==> src/design/i2cbed_pkg.sv <==
// Shared types and constants for the I2C bus event decoder.
package i2cbed_pkg;

	localparam int unsigned BitCntW = 4;
	localparam logic [BitCntW-1:0] BITS_PER_BYTE = 4'd8;

	typedef enum logic [2:0] {
		EV_START = 3'd0,
		EV_STOP  = 3'd1,
		EV_BYTE  = 3'd2,
		EV_ACK   = 3'd3,
		EV_NACK  = 3'd4
	} event_kind_t;

	typedef struct packed {
		logic        clock_level;
		logic        data_level;
		logic [31:0] sample_time;
		logic        first_of_capture;
	} sample_t;

	typedef struct packed {
		event_kind_t event_kind;
		logic [7:0]  data_byte;
		logic [6:0]  device_address;
		logic        read_not_write;
		logic        is_address_byte;
		logic [31:0] event_time;
	} bus_event_t;

	typedef struct packed {
		logic               last_clock;
		logic               last_data;
		logic               frame_open;
		logic [7:0]         shift_byte;
		logic [BitCntW-1:0] bits_taken;
		logic               awaiting_first_byte;
	} dec_state_t;

	localparam dec_state_t DEC_STATE_RESET = '{
		last_clock:          1'b1,
		last_data:           1'b1,
		frame_open:          1'b0,
		shift_byte:          8'd0,
		bits_taken:          '0,
		awaiting_first_byte: 1'b0
	};

endpackage

==> src/design/i2c_bus_event_decoder_unit.sv <==
// I2C bus event decoder: line samples in, START/STOP/BYTE/ACK/NACK events out.
//
// Each transaction on the sample channel carries one timestamped sample of the
// clock and data lines; a sample causes at most one event transaction. Samples
// are taken one per clock cycle unless the channel stalls. A sample is held
// in an input register, decoded against the stored bus state, and its event
// lands in an output register, which drives the event channel. The output
// register lets a new sample be taken while an event waits; the sample channel
// stalls only when an event is pending and the next sample would produce
// another one.
module i2c_bus_event_decoder_unit (
	input  logic                   clk,
	input  logic                   arst_n,
	input  logic                   smp_valid,
	output logic                   smp_ready,
	input  i2cbed_pkg::sample_t    smp,
	output logic                   evt_valid,
	input  logic                   evt_ready,
	output i2cbed_pkg::bus_event_t evt
);

	logic                   valid_s1;
	i2cbed_pkg::sample_t    smp_s1;
	i2cbed_pkg::dec_state_t state_q;
	i2cbed_pkg::dec_state_t state_next;
	logic                   dec_ev_valid;
	i2cbed_pkg::bus_event_t dec_ev;
	logic                   out_free;
	logic                   consume_s1;
	logic                   evt_valid_q;
	i2cbed_pkg::bus_event_t evt_q;

	i2cbed_decode u_decode (
		.st       (state_q),
		.smp      (smp_s1),
		.st_next  (state_next),
		.ev_valid (dec_ev_valid),
		.ev       (dec_ev)
	);

	assign out_free   = ~evt_valid_q | evt_ready;
	// A sample with no event leaves the stage even while the output is blocked.
	assign consume_s1 = valid_s1 & (~dec_ev_valid | out_free);
	assign smp_ready  = ~valid_s1 | consume_s1;

	always_ff @(posedge clk or negedge arst_n) begin
		if (!arst_n) begin
			valid_s1 <= 1'b0;
		end else if (smp_ready) begin
			valid_s1 <= smp_valid;
		end
	end

	always_ff @(posedge clk) begin
		if (smp_ready && smp_valid) begin
			smp_s1 <= smp;
		end
	end

	always_ff @(posedge clk or negedge arst_n) begin
		if (!arst_n) begin
			state_q <= i2cbed_pkg::DEC_STATE_RESET;
		end else if (consume_s1) begin
			state_q <= state_next;
		end
	end

	always_ff @(posedge clk or negedge arst_n) begin
		if (!arst_n) begin
			evt_valid_q <= 1'b0;
		end else if (out_free) begin
			evt_valid_q <= consume_s1 & dec_ev_valid;
		end
	end

	always_ff @(posedge clk) begin
		if (out_free && consume_s1 && dec_ev_valid) begin
			evt_q <= dec_ev;
		end
	end

	assign evt_valid = evt_valid_q;
	assign evt       = evt_q;

endmodule

==> src/design/i2cbed_decode.sv <==
// Combinational bus event decode: next decoder state and the event of one sample.
module i2cbed_decode (
	input  i2cbed_pkg::dec_state_t st,
	input  i2cbed_pkg::sample_t    smp,
	output i2cbed_pkg::dec_state_t st_next,
	output logic                   ev_valid,
	output i2cbed_pkg::bus_event_t ev
);

	logic                               start_cond;
	logic                               stop_cond;
	logic                               rise_cond;
	logic [i2cbed_pkg::BitCntW-1:0]     bits_inc;
	logic [7:0]                         shifted;

	assign start_cond = st.last_clock & smp.clock_level & st.last_data & ~smp.data_level;
	assign stop_cond  = st.last_clock & smp.clock_level & ~st.last_data & smp.data_level;
	assign rise_cond  = ~st.last_clock & smp.clock_level & st.frame_open;
	assign bits_inc   = st.bits_taken + 1'b1;
	assign shifted    = {st.shift_byte[6:0], smp.data_level};

	always_comb begin
		st_next            = st;
		st_next.last_clock = smp.clock_level;
		st_next.last_data  = smp.data_level;
		ev_valid           = 1'b0;
		ev                 = '0;
		ev.event_kind      = i2cbed_pkg::EV_START;
		ev.event_time      = smp.sample_time;

		if (smp.first_of_capture) begin
			st_next.frame_open          = 1'b0;
			st_next.shift_byte          = '0;
			st_next.bits_taken          = '0;
			st_next.awaiting_first_byte = 1'b0;
		end else if (start_cond) begin
			ev_valid                    = 1'b1;
			ev.event_kind               = i2cbed_pkg::EV_START;
			st_next.shift_byte          = '0;
			st_next.bits_taken          = '0;
			st_next.frame_open          = 1'b1;
			st_next.awaiting_first_byte = 1'b1;
		end else if (stop_cond) begin
			ev_valid           = 1'b1;
			ev.event_kind      = i2cbed_pkg::EV_STOP;
			st_next.frame_open = 1'b0;
		end else if (rise_cond) begin
			if (st.bits_taken < i2cbed_pkg::BITS_PER_BYTE) begin
				st_next.shift_byte = shifted;
				st_next.bits_taken = bits_inc;
				// The eighth bit completes the byte; the next rise is the acknowledge.
				if (bits_inc == i2cbed_pkg::BITS_PER_BYTE) begin
					ev_valid                    = 1'b1;
					ev.event_kind               = i2cbed_pkg::EV_BYTE;
					ev.data_byte                = shifted;
					ev.device_address           = shifted[7:1];
					ev.read_not_write           = shifted[0];
					ev.is_address_byte          = st.awaiting_first_byte;
					st_next.awaiting_first_byte = 1'b0;
				end
			end else begin
				ev_valid           = 1'b1;
				ev.event_kind      = smp.data_level ? i2cbed_pkg::EV_NACK
				                                    : i2cbed_pkg::EV_ACK;
				st_next.shift_byte = '0;
				st_next.bits_taken = '0;
			end
		end
	end

endmodule
==> config.mk <==
export PLATFORM = sky130hd
export DESIGN_NAME = i2c_bus_event_decoder_unit
export DESIGN_NICKNAME = d
export VERILOG_FILES = /design/src/design/i2cbed_pkg.sv /design/src/design/i2c_bus_event_decoder_unit.sv /design/src/design/i2cbed_decode.sv
export SDC_FILE = /design/constraint.sdc
export NUM_CORES = 1
export LEC_CHECK = 0
export BUFFER_PORTS_ARGS = -buffer_cell sky130_fd_sc_hd__buf_4
export CAP_MARGIN = 20
export CORE_UTILIZATION = 46
export DETAILED_ROUTE_END_ITERATION = 7
export PLACE_DENSITY = 0.71
export REMOVE_ABC_BUFFERS = 1
export SYNTH_ARGS = -nofsm -noshare
export SYNTH_HDL_FRONTEND = slang
export SYNTH_SLANG_ARGS = --single-unit
==> constraint.sdc <==
create_clock -name clk -period 6.1 [get_ports clk]
set_clock_uncertainty 0.2 [all_clocks]
set_input_delay 0.915 -clock clk [delete_from_list [all_inputs] [get_ports clk]]
set_output_delay 0.915 -clock clk [all_outputs]
set_load 0.01 [all_outputs]
==> results.py, run 1 <==
metrics = {
    "placed_design": {
        "place.detailed.hpwl_um": 3800,
        "globalplace.congestion": 0.909,
        "pre_cts_ws_ns": 2.80,
        "io_buffers": 92,
    },
    "global_routing": {
        "wire_length_of_the_first_global_routing_pass_um": 8080,
        "grtUsageTotal": 0.145,
        "antenna_found_initial": 0,
        "grt_remaining_overflow": 0,
        "grt_start_max_net_pins": 36,
        "first_global_vias": 1673,
    },
    "floorplanning": {
        "design.die.area_mm2": 0.00786,
        "floorplan.initialDensity": 0.476,
        "total_number_of_placement_rows": 31,
        "dieWidth_um": 88.7,
        "dieHeight_um": 88.7,
        "core_region_area_mm2": 0.00725,
        "io_pins": 93,
    },
    "pwr": {
        "power-per-cell-area_mw_per_mm2": 277,
        "design_power_total_mw": 1.22,
        "power.ir.vdd_worst_v": 0.000146,
        "leakage_nw": 1.69,
    },
    "cts": {
        "clk-insertion-delay-late_ns": 0.34,
        "post_cts.resized_instances": 0,
        "htree_num_levels": 3,
        "cts_root_buf": "sky130_fd_sc_hd__clkbuf_8",
        "cts-root-to-sink-buffers": 2,
        "cts_post_setup_buffers_inserted": 0,
        "cts_hold_repair.buffers": 0,
        "numCtsBuffers": 9,
        "cts.clk_slew.worst_paths_ns": 0.09,
        "cts_tree": "built",
        "clock_sinks": 96,
    },
    "logic_synthesis": {
        "syn_inst": 180,
        "synthesized_area_divided_by_synthesized_cell_count_um2": 19.2,
        "synth-async-reset-ratio": 0.177,
        "synth-edff-count": 79,
        "yosys.area.top_type": "sky130_fd_sc_hd__edfxtp_1",
        "synth.yosys.seq_area_share": 0.810,
        "yosys_register_bits": 96,
        "netlist-cell-type-count": 39,
        "synth.cells.most_frequent": "sky130_fd_sc_hd__edfxtp_1, sky130_fd_sc_hd__dfrtp_1, sky130_fd_sc_hd__and2_1, sky130_fd_sc_hd__buf_4, sky130_fd_sc_hd__nor2_1",
        "synth-warning-count": 0,
        "most_frequently_used_cell_type_in_the_post_synthesis_netlist": "sky130_fd_sc_hd__edfxtp_1",
        "synthDominantCellAreaShare": 0.686,
        "ys_top_cells_by_area": "sky130_fd_sc_hd__edfxtp_1, sky130_fd_sc_hd__dfrtp_1, sky130_fd_sc_hd__and2_1",
        "synth_area_mm2": 0.00346,
        "synth-main-ff-cell": "sky130_fd_sc_hd__edfxtp_1",
    },
    "detailed_routing": {
        "met3_wirelength_um": 272,
        "detailedRoute.firstPassIterationCount": 4,
        "post_drt_via_cell_ratio": 4.74,
        "via_count": 1790,
        "top_layer_used": "met4",
        "total_wire_length_after_detailed_routing_um": 5350,
        "drt_first_iter_violations": 75,
        "antenna_violating_nets_post_route": 0,
        "dr_wl_met2_um": 2680,
        "wl_met1_um": 2300,
        "drc_violations_left": 0,
        "wl_per_cell_um": 14.2,
    },
    "critical_path": {
        "timing_worst_setup_path_type": "flop to primary output",
        "critical_path_arrival_ns": 2.44,
        "worstPathMaxFanout": 9,
        "critical_path_required_ns": 4.98,
        "crit_path_end_kind": "primary output",
        "setup.worst_path.start_class": "flop",
    },
    "outcome": {
        "outcome": "finished, final reports clean",
    },
    "final_layout": {
        "n_antenna_cell": 0,
        "final_net_count": 315,
        "post_route_cells_drive_above_1_share": 0.444,
        "synthToLayoutAreaGrowth_pct": 27.6,
    },
    "sta": {
        "timing.final.crit_share": 0.582,
        "final-max-slew-violation-count": 0,
        "grt_setup_unrepaired": "false",
        "actual_transition_at_the_worst_max_transition_pin_ns": 0.783,
        "setup_slack_ns": 2.55,
        "final-hold-violation-count": 0,
        "clock.fmax_mhz": 282,
        "setup-violations-final": 0,
        "min_period_ns": 3.55,
        "fin_worst_hold_slack_ns": 0.214,
        "worst_slew_margin_rel": 0.478,
    },
    "hold_path": {
        "worstHoldPathType": "primary input to async pin",
    },
    "flow_run": {
        "drv.max_cap_violation_count": 0,
    },
}
-- layout make-up --
| type | instances | area, µm² |
|---|---|---|
| Multi-Input combinational cell | 70 | 571 |
| Tap cell | 99 | 124 |
| Inverter | 2 | 7.51 |
| Sequential cell | 96 | 2800 |
| Timing Repair Buffer | 95 | 713 |
| Clock inverter | 6 | 66.3 |
| Fill cell | 536 | 2840 |
| Clock buffer | 10 | 128 |
-- worst max-delay path, cell delays in order (launching register included) --
cell and delay, ns:
sky130_fd_sc_hd__dfrtp_1 0.58, sky130_fd_sc_hd__inv_1 0.12, sky130_fd_sc_hd__ha_1 0.30, sky130_fd_sc_hd__nand3b_1 0.22, sky130_fd_sc_hd__o22ai_4 0.24, sky130_fd_sc_hd__o21ai_0 0.14, sky130_fd_sc_hd__or2_2 0.33, sky130_fd_sc_hd__buf_4 0.15
-- final timing paths --
path                       startpoint  slack (ns)  depth (start not counted)           to
max                        state_q[4]        2.55                          7    smp_ready
min in group clk           smp_s1[23]        0.22                          0      evt[22]
min reg2reg                smp_s1[23]        0.22                          0      evt[22]
max in group asynchronous      arst_n        5.24                          1  state_q[14]
max reg2reg                state_q[4]        3.13                          7    smp_s1[4]
min                            arst_n        0.21                          1   state_q[4]
-- power by group --
group / total (mW) / switching (mW) / internal, mW / leakage, nW
Sequential: 0.752 / 0.0152 / 0.737 / 0.947
Combinational: 0.0689 / 0.0317 / 0.0372 / 0.647
Clock: 0.400 / 0.209 / 0.191 / 0.0909
Total: 1.22 / 0.256 / 0.965 / 1.69
-- registers in the layout (all words and copies together) (netlist names) --
name	cells
smp_s1	35
evt	44
valid_s1	1
state_q	15
evt_valid	1
-- logic make-up after synthesis --
family	Yosys count	share of synthesized area
DFF	96	0.810
xor gates and xnor gates	1	0.00797
muxes	4	0.0130
and+or+nand+nor	38	0.0684
AOI/OAI and AO/OA	25	0.0663
buffers and inverters	14	0.0268
adders and majority gates	2	0.00724
-- metrics by stage --
step                instance area (µm²)  utilization  std cells  TNS (ns)
global route                       4410        0.608        378         0
global placement                   4220        0.581        362         0
CTS                                4410        0.608        378         0
detailed placement                 4220        0.581        362         0
floorplan                          3370            -        168     -9.77
finish                             4410        0.608        378         0
-- routing by layer --
layer  vias up  global-route usage
li1        868                   -
met1       848               0.187
met2        65               0.227
met3         9              0.0326
met4         0              0.0850
met5         -                   0
-- cell usage in the layout (no fill, tap or decap), types with 3 or more instances in the layout --
| cell | netlist | layout |
|---|---|---|
| sky130_fd_sc_hd__nand2_1 | 6 | 6 |
| sky130_fd_sc_hd__a22o_1 | 7 | 7 |
| sky130_fd_sc_hd__and2_1 | 10 | 9 |
| sky130_fd_sc_hd__nand2b_1 | 3 | 3 |
| sky130_fd_sc_hd__clkbuf_8 | 0 | 9 |
| sky130_fd_sc_hd__mux2_2 | 4 | 4 |
| sky130_fd_sc_hd__nor2_1 | 8 | 8 |
| sky130_fd_sc_hd__buf_4 | 8 | 95 |
| sky130_fd_sc_hd__edfxtp_1 | 79 | 79 |
| sky130_fd_sc_hd__dfrtp_1 | 15 | 15 |
Power figures use the tool's default switching activity.
==> inputs of run 2 (changes only) <==
- ABC_AREA: not set -> 1
- CORE_UTILIZATION: 46 -> 52
- PLACE_DENSITY: 0.71 -> 0.76
- clock period: 6.1 -> 3.45 ns (I/O delays scaled with it)
==> results.py, run 2 <==
metrics = {
    "cts": {
        "post_cts.resized_instances": 0,
        "numCtsBuffers": 9,
        "cts_root_buf": "sky130_fd_sc_hd__clkbuf_8",
        "cts-root-to-sink-buffers": 2,
        "clk-insertion-delay-late_ns": 0.36,
        "htree_num_levels": 3,
        "cts_tree": "built",
        "cts.clk_slew.worst_paths_ns": 0.09,
        "clock_sinks": 96,
    },
    "logic_synthesis": {
        "synth-warning-count": 0,
        "yosys_register_bits": 96,
        "synthDominantCellAreaShare": 0.673,
        "most_frequently_used_cell_type_in_the_post_synthesis_netlist": "sky130_fd_sc_hd__edfxtp_1",
        "yosys.area.top_type": "sky130_fd_sc_hd__edfxtp_1",
        "synth-main-ff-cell": "sky130_fd_sc_hd__edfxtp_1",
        "ys_top_cells_by_area": "sky130_fd_sc_hd__edfxtp_1, sky130_fd_sc_hd__dfrtp_1, sky130_fd_sc_hd__nand2_1",
        "synthesized_area_divided_by_synthesized_cell_count_um2": 14.7,
        "netlist-cell-type-count": 25,
        "syn_inst": 240,
        "synth-async-reset-ratio": 0.177,
        "synth.yosys.seq_area_share": 0.794,
        "synth.cells.most_frequent": "sky130_fd_sc_hd__edfxtp_1, sky130_fd_sc_hd__nand2_1, sky130_fd_sc_hd__nor2_1, sky130_fd_sc_hd__inv_1, sky130_fd_sc_hd__dfrtp_1",
        "synth-edff-count": 79,
        "synth_area_mm2": 0.00353,
    },
    "floorplanning": {
        "dieHeight_um": 84.3,
        "floorplan.initialDensity": 0.546,
        "total_number_of_placement_rows": 29,
        "design.die.area_mm2": 0.00711,
        "dieWidth_um": 84.3,
        "io_pins": 93,
        "core_region_area_mm2": 0.00646,
    },
    "detailed_routing": {
        "antenna_violating_nets_post_route": 0,
        "detailedRoute.firstPassIterationCount": 6,
        "wl_per_cell_um": 13.9,
        "post_drt_via_cell_ratio": 4.91,
        "total_wire_length_after_detailed_routing_um": 5780,
        "via_count": 2038,
        "drt_first_iter_violations": 82,
        "drc_violations_left": 12,
    },
    "sta": {
        "fin_tns_setup_ns": 0,
        "actual_transition_at_the_worst_max_transition_pin_ns": 0.568,
        "timing.final.crit_share": 0.770,
        "grt_setup_unrepaired": "false",
        "final-hold-violation-count": 0,
        "clock.fmax_mhz": 376,
        "setup-violations-final": 0,
        "min_period_ns": 2.66,
        "final-max-slew-violation-count": 0,
        "worst_slew_margin_rel": 0.622,
    },
    "global_routing": {
        "grt_remaining_overflow": 0,
        "grt_start_max_net_pins": 45,
        "antenna_found_initial": 0,
        "first_global_vias": 1874,
        "grtUsageTotal": 0.171,
        "wire_length_of_the_first_global_routing_pass_um": 8850,
    },
    "pwr": {
        "power-per-cell-area_mw_per_mm2": 476,
        "comb_power_share": 0.056,
        "sw_frac_of_total": 0.225,
        "flop_pwr_share": 0.631,
        "total_switching_power_mw": 0.471,
        "p_int_mw": 1.63,
        "power.ir.vdd_worst_v": 0.000311,
        "leakage_nw": 1.84,
        "power.clock.fraction": 0.312,
    },
    "outcome": {
        "outcome": "finished, violations left",
        "violations": "DRC",
    },
    "final_layout": {
        "fin_util": 0.683,
        "post_route_cells_drive_above_1_share": 0.358,
        "n_antenna_cell": 0,
        "fillCellCount": 460,
        "final_net_count": 374,
        "most-common-layout-cells": "sky130_fd_sc_hd__buf_4, sky130_fd_sc_hd__edfxtp_1, sky130_fd_sc_hd__nand2_1",
        "synthToLayoutAreaGrowth_pct": 25.2,
        "largest_register_ffs": 44,
        "layout_commonest_cell": "sky130_fd_sc_hd__buf_4",
    },
    "critical_path": {
        "setup.worst_path.start_class": "flop",
        "crit_path_end_kind": "primary output",
        "worstPathMaxFanout": 4,
        "critical_path_arrival_ns": 1.94,
        "timing_worst_setup_path_type": "flop to primary output",
        "critical_path_required_ns": 2.73,
    },
    "placed_design": {
        "place.detailed.hpwl_um": 3960,
        "globalplace.congestion": 0.842,
        "io_buffers": 92,
    },
    "hold_path": {
        "worstHoldPathType": "primary input to flop",
    },
    "flow_run": {
        "drv.max_cap_violation_count": 0,
    },
}
==> run 2: cell types whose count changed after synthesis, moves of 3 or more <==
cell / change
sky130_fd_sc_hd__nor2_1: +22
sky130_fd_sc_hd__and2_1: -10
sky130_fd_sc_hd__inv_1: +17
sky130_fd_sc_hd__mux2_2: -4
sky130_fd_sc_hd__clkbuf_8: +3
sky130_fd_sc_hd__nand3_1: +5
sky130_fd_sc_hd__nand2b_1: -3
sky130_fd_sc_hd__nand2_2: +3
sky130_fd_sc_hd__nand2_1: +38
sky130_fd_sc_hd__nand4_1: +14
sky130_fd_sc_hd__a22o_1: -7
==> run 2: cells by family (layout without fill, tap and decap cells) <==
group           Yosys count  in the layout  synth area share
compound gates            5              5           0.00887
fa+ha+maj                 2              2           0.00710
simple gates            103            103             0.132
buf+inv                  34            132            0.0575
flops                    96             96             0.794
==> run 2: worst paths after layout <==
kind / from / endpoint / slack [ns] / depth (start not counted)
worst max-delay path: state_q[1] / smp_ready / 0.79 / 9
worst min-delay path: smp[1] / smp_s1[1] / 0.13 / 1
worst max register to register: state_q[1] / evt[16] / 0.91 / 11
worst min register to register: smp_s1[25] / evt[24] / 0.22 / 0
max in group asynchronous: arst_n / state_q[15] / 2.41 / 2
min in group asynchronous: arst_n / state_q[3] / 0.38 / 2
==> run 2: repair_timing <==
action,4_1_cts,5_1_grt
setup buffers,0,0
hold buffers,1,0
endpoints found under the hold margin,15,0
==> run 2: power by group through the flow <==
stage / clock, mW / sequential, mW / combinational [mW]
detailed placement: 0 / 1.35 / 0.118
CTS: 0.676 / 1.32 / 0.119
global placement: 0 / 1.35 / 0.116
finish: 0.655 / 1.33 / 0.118
global route: 0.721 / 1.33 / 0.132
floorplan: 0 / 1.35 / 0.0522
==> run 2: final cells by class <==
type / count / area (µm²) / area share
well taps: 77 / 96.3 / 0.0218
repair buffers: 95 / 728 / 0.165
clock inverters: 6 / 51.3 / 0.0116
multi-input cells: 110 / 531 / 0.120
inverters: 21 / 78.8 / 0.0179
flip-flops and latches: 96 / 2800 / 0.635
clock buffers: 10 / 128 / 0.0289
==> run 2: worst max-delay path, cell delays in order (launching register included) <==
cell	delay, ns
sky130_fd_sc_hd__dfrtp_1	0.42
sky130_fd_sc_hd__and3_1	0.19
sky130_fd_sc_hd__ha_1	0.26
sky130_fd_sc_hd__inv_1	0.05
sky130_fd_sc_hd__nand3_1	0.08
sky130_fd_sc_hd__nand2_1	0.09
sky130_fd_sc_hd__nand2_2	0.06
sky130_fd_sc_hd__nand2_2	0.11
sky130_fd_sc_hd__nand4_1	0.13
sky130_fd_sc_hd__buf_4	0.20
==> run 2: per-stage QoR <==
| step | instances | cell area [µm²] | worst slack [ns] | total power [mW] | hold slack [ns] |
|---|---|---|---|---|---|
| floorplan | 227 | 3400 | -0.471 | 1.40 | 0.0219 |
| global placement | 398 | 4220 | 0.969 | 1.46 | 0.197 |
| detailed placement | 398 | 4220 | 0.925 | 1.47 | 0.196 |
| CTS | 415 | 4410 | 0.755 | 2.12 | 0.108 |
| global route | 415 | 4410 | 0.675 | 2.18 | 0.107 |
| finish | 415 | 4410 | 0.793 | 2.10 | 0.126 |
==> run 2: routing by layer <==
| layer | GRT usage | wire, µm | part of all wire |
|---|---|---|---|
| met5 | 0 | 0 | 0 |
| met2 | 0.270 | 2860 | 0.49 |
| met4 | 0.126 | 199 | 0.034 |
| met3 | 0.0344 | 326 | 0.056 |
| met1 | 0.211 | 2390 | 0.41 |
==> inputs of run 3 (changes only) <==
- CORE_UTILIZATION: 52 -> 47
- PLACE_DENSITY: 0.76 -> 0.72
- clock period: 3.45 -> 2.31 ns (I/O delays scaled with it)
==> results.py, run 3 (synthesis gave the netlist of run 2 again) <==
metrics = {
    "outcome": {
        "outcome": "finished, violations left",
        "violations": "setup timing",
    },
    "final_layout": {
        "layout.cells.non_filler": 487,
        "final_net_count": 425,
        "layout_commonest_cell": "sky130_fd_sc_hd__buf_4",
        "n_antenna_cell": 0,
        "synthToLayoutAreaGrowth_pct": 44.0,
        "most-common-layout-cells": "sky130_fd_sc_hd__buf_4, sky130_fd_sc_hd__edfxtp_1, sky130_fd_sc_hd__nand2_1",
        "largest_register_ffs": 44,
        "postLayoutCellArea_mm2": 0.00508,
        "post_route_cells_drive_above_1_share": 0.376,
    },
    "cts": {
        "clk-insertion-delay-late_ns": 0.34,
        "cts-root-to-sink-buffers": 2,
        "clock_sinks": 96,
        "htree_num_levels": 3,
        "cts.clk_slew.worst_paths_ns": 0.09,
        "cts_tree": "built",
        "cts_root_buf": "sky130_fd_sc_hd__clkbuf_8",
        "numCtsBuffers": 9,
    },
    "detailed_routing": {
        "antenna_violating_nets_post_route": 0,
        "total_wire_length_after_detailed_routing_um": 6600,
        "wl_per_cell_um": 13.6,
        "post_drt_via_cell_ratio": 4.60,
        "drc_violations_left": 0,
        "detailedRoute.firstPassIterationCount": 4,
        "via_count": 2239,
        "drt_first_iter_violations": 121,
    },
    "sta": {
        "final-hold-violation-count": 0,
        "clock.fmax_mhz": 424,
        "min_period_ns": 2.36,
        "setup-violations-final": 1,
        "fin_worst_hold_slack_ns": 0.0962,
        "actual_transition_at_the_worst_max_transition_pin_ns": 0.373,
        "final-max-slew-violation-count": 0,
        "grt_setup_unrepaired": "true",
        "timing.final.crit_share": 1.02,
        "worst_slew_margin_rel": 0.751,
        "setup_slack_ns": -0.0470,
    },
    "critical_path": {
        "timing_worst_setup_path_type": "flop to primary output",
        "setup.worst_path.start_class": "flop",
        "worstPathMaxFanout": 2,
        "critical_path_required_ns": 1.76,
        "crit_path_end_kind": "primary output",
        "critical_path_arrival_ns": 1.81,
    },
    "placed_design": {
        "io_buffers": 92,
        "globalplace.congestion": 0.921,
        "place.detailed.instances": 425,
        "place.detailed.hpwl_um": 3990,
        "pre_cts_ws_ns": 0.0325,
        "place_area_mm2": 0.00431,
    },
    "pwr": {
        "leakage_nw": 2.10,
        "power-per-cell-area_mw_per_mm2": 651,
        "power.ir.vdd_worst_v": 0.000315,
    },
    "floorplanning": {
        "design.die.area_mm2": 0.00785,
        "io_pins": 93,
        "total_number_of_placement_rows": 31,
        "core_region_area_mm2": 0.00725,
        "dieHeight_um": 88.6,
        "floorplan.initialDensity": 0.486,
        "dieWidth_um": 88.6,
    },
    "global_routing": {
        "grt_remaining_overflow": 0,
        "grt_util_met1": 0.210,
        "gr-max-usage-layer": "met2",
        "grt_start_max_net_pins": 36,
        "wire_length_of_the_first_global_routing_pass_um": 9650,
        "first_global_vias": 2084,
        "use_met3": 0.0410,
        "antenna_found_initial": 0,
        "grtUsageTotal": 0.170,
        "gr-usage-met2": 0.283,
    },
    "flow_run": {
        "drv.max_cap_violation_count": 0,
    },
    "hold_path": {
        "worstHoldPathType": "primary input to flop",
    },
}
[run 3: routing by layer]
metal	vias up	part of all wire	wire length, µm
met5	-	0	0
met4	0	0.011	72
met3	4	0.049	321
met2	74	0.53	3490
met1	1050	0.41	2710
li1	1111	-	-
[run 3: metrics by stage]
stage               setup TNS [ns]   util  power, mW
global route                -0.701  0.700       3.42
floorplan                   -83.31      -       2.09
CTS                        -0.0446  0.679       3.30
global placement                 0  0.595       2.20
finish                     -0.0470  0.700       3.30
detailed placement               0  0.595       2.20
[run 3: worst paths after layout]
kind	from	to	slack [ns]	cells past startpoint
max in group asynchronous	arst_n	state_q[14]	1.43	2
setup reg to reg	state_q[3]	evt[47]	0.02	12
hold / removal	smp_valid	valid_s1	0.1	3
setup / recovery	state_q[3]	smp_ready	-0.05	9
min in group asynchronous	arst_n	evt_valid	0.21	2
hold reg to reg	smp_s1[6]	evt[5]	0.22	0
[run 3: worst max-delay path, stage by stage (launching register included)]
cell and delay [ns]:
sky130_fd_sc_hd__dfrtp_1 0.40, sky130_fd_sc_hd__and3_4 0.19, sky130_fd_sc_hd__ha_4 0.24, sky130_fd_sc_hd__inv_4 0.05, sky130_fd_sc_hd__nand3_4 0.06, sky130_fd_sc_hd__nand2_2 0.07
sky130_fd_sc_hd__nand2_2 0.07, sky130_fd_sc_hd__nand2_4 0.06, sky130_fd_sc_hd__nand4_1 0.13, sky130_fd_sc_hd__buf_4 0.20
[run 3: what timing repair did]
action                                 in CTS  in global routing
pin swaps                                   2                  3
setup endpoints to repair                   1                 91
endpoints found under the hold margin      52                  0
hold buffers                               36                  0
resized for setup                           3                 11
buffers inserted                            6                  1
cloned                                      0                  4
[run 3: area by class of cell]
| cell class | count | area (µm²) |
|---|---|---|
| clock inverters | 6 | 67.6 |
| clock buffers | 9 | 124 |
| repair buffers | 146 | 1290 |
| flip-flops and latches | 96 | 2800 |
| inverters | 21 | 81.3 |
| multi-input cells | 110 | 586 |
| well taps | 99 | 124 |
| fillers | 475 | 2180 |
[run 3: power by group]
part	switching, mW	internal (mW)	leakage, nW	total [mW]
Sequential	0.0290	1.94	0.977	1.97
Clock	0.553	0.501	0.0921	1.05
Combinational	0.123	0.153	1.03	0.277
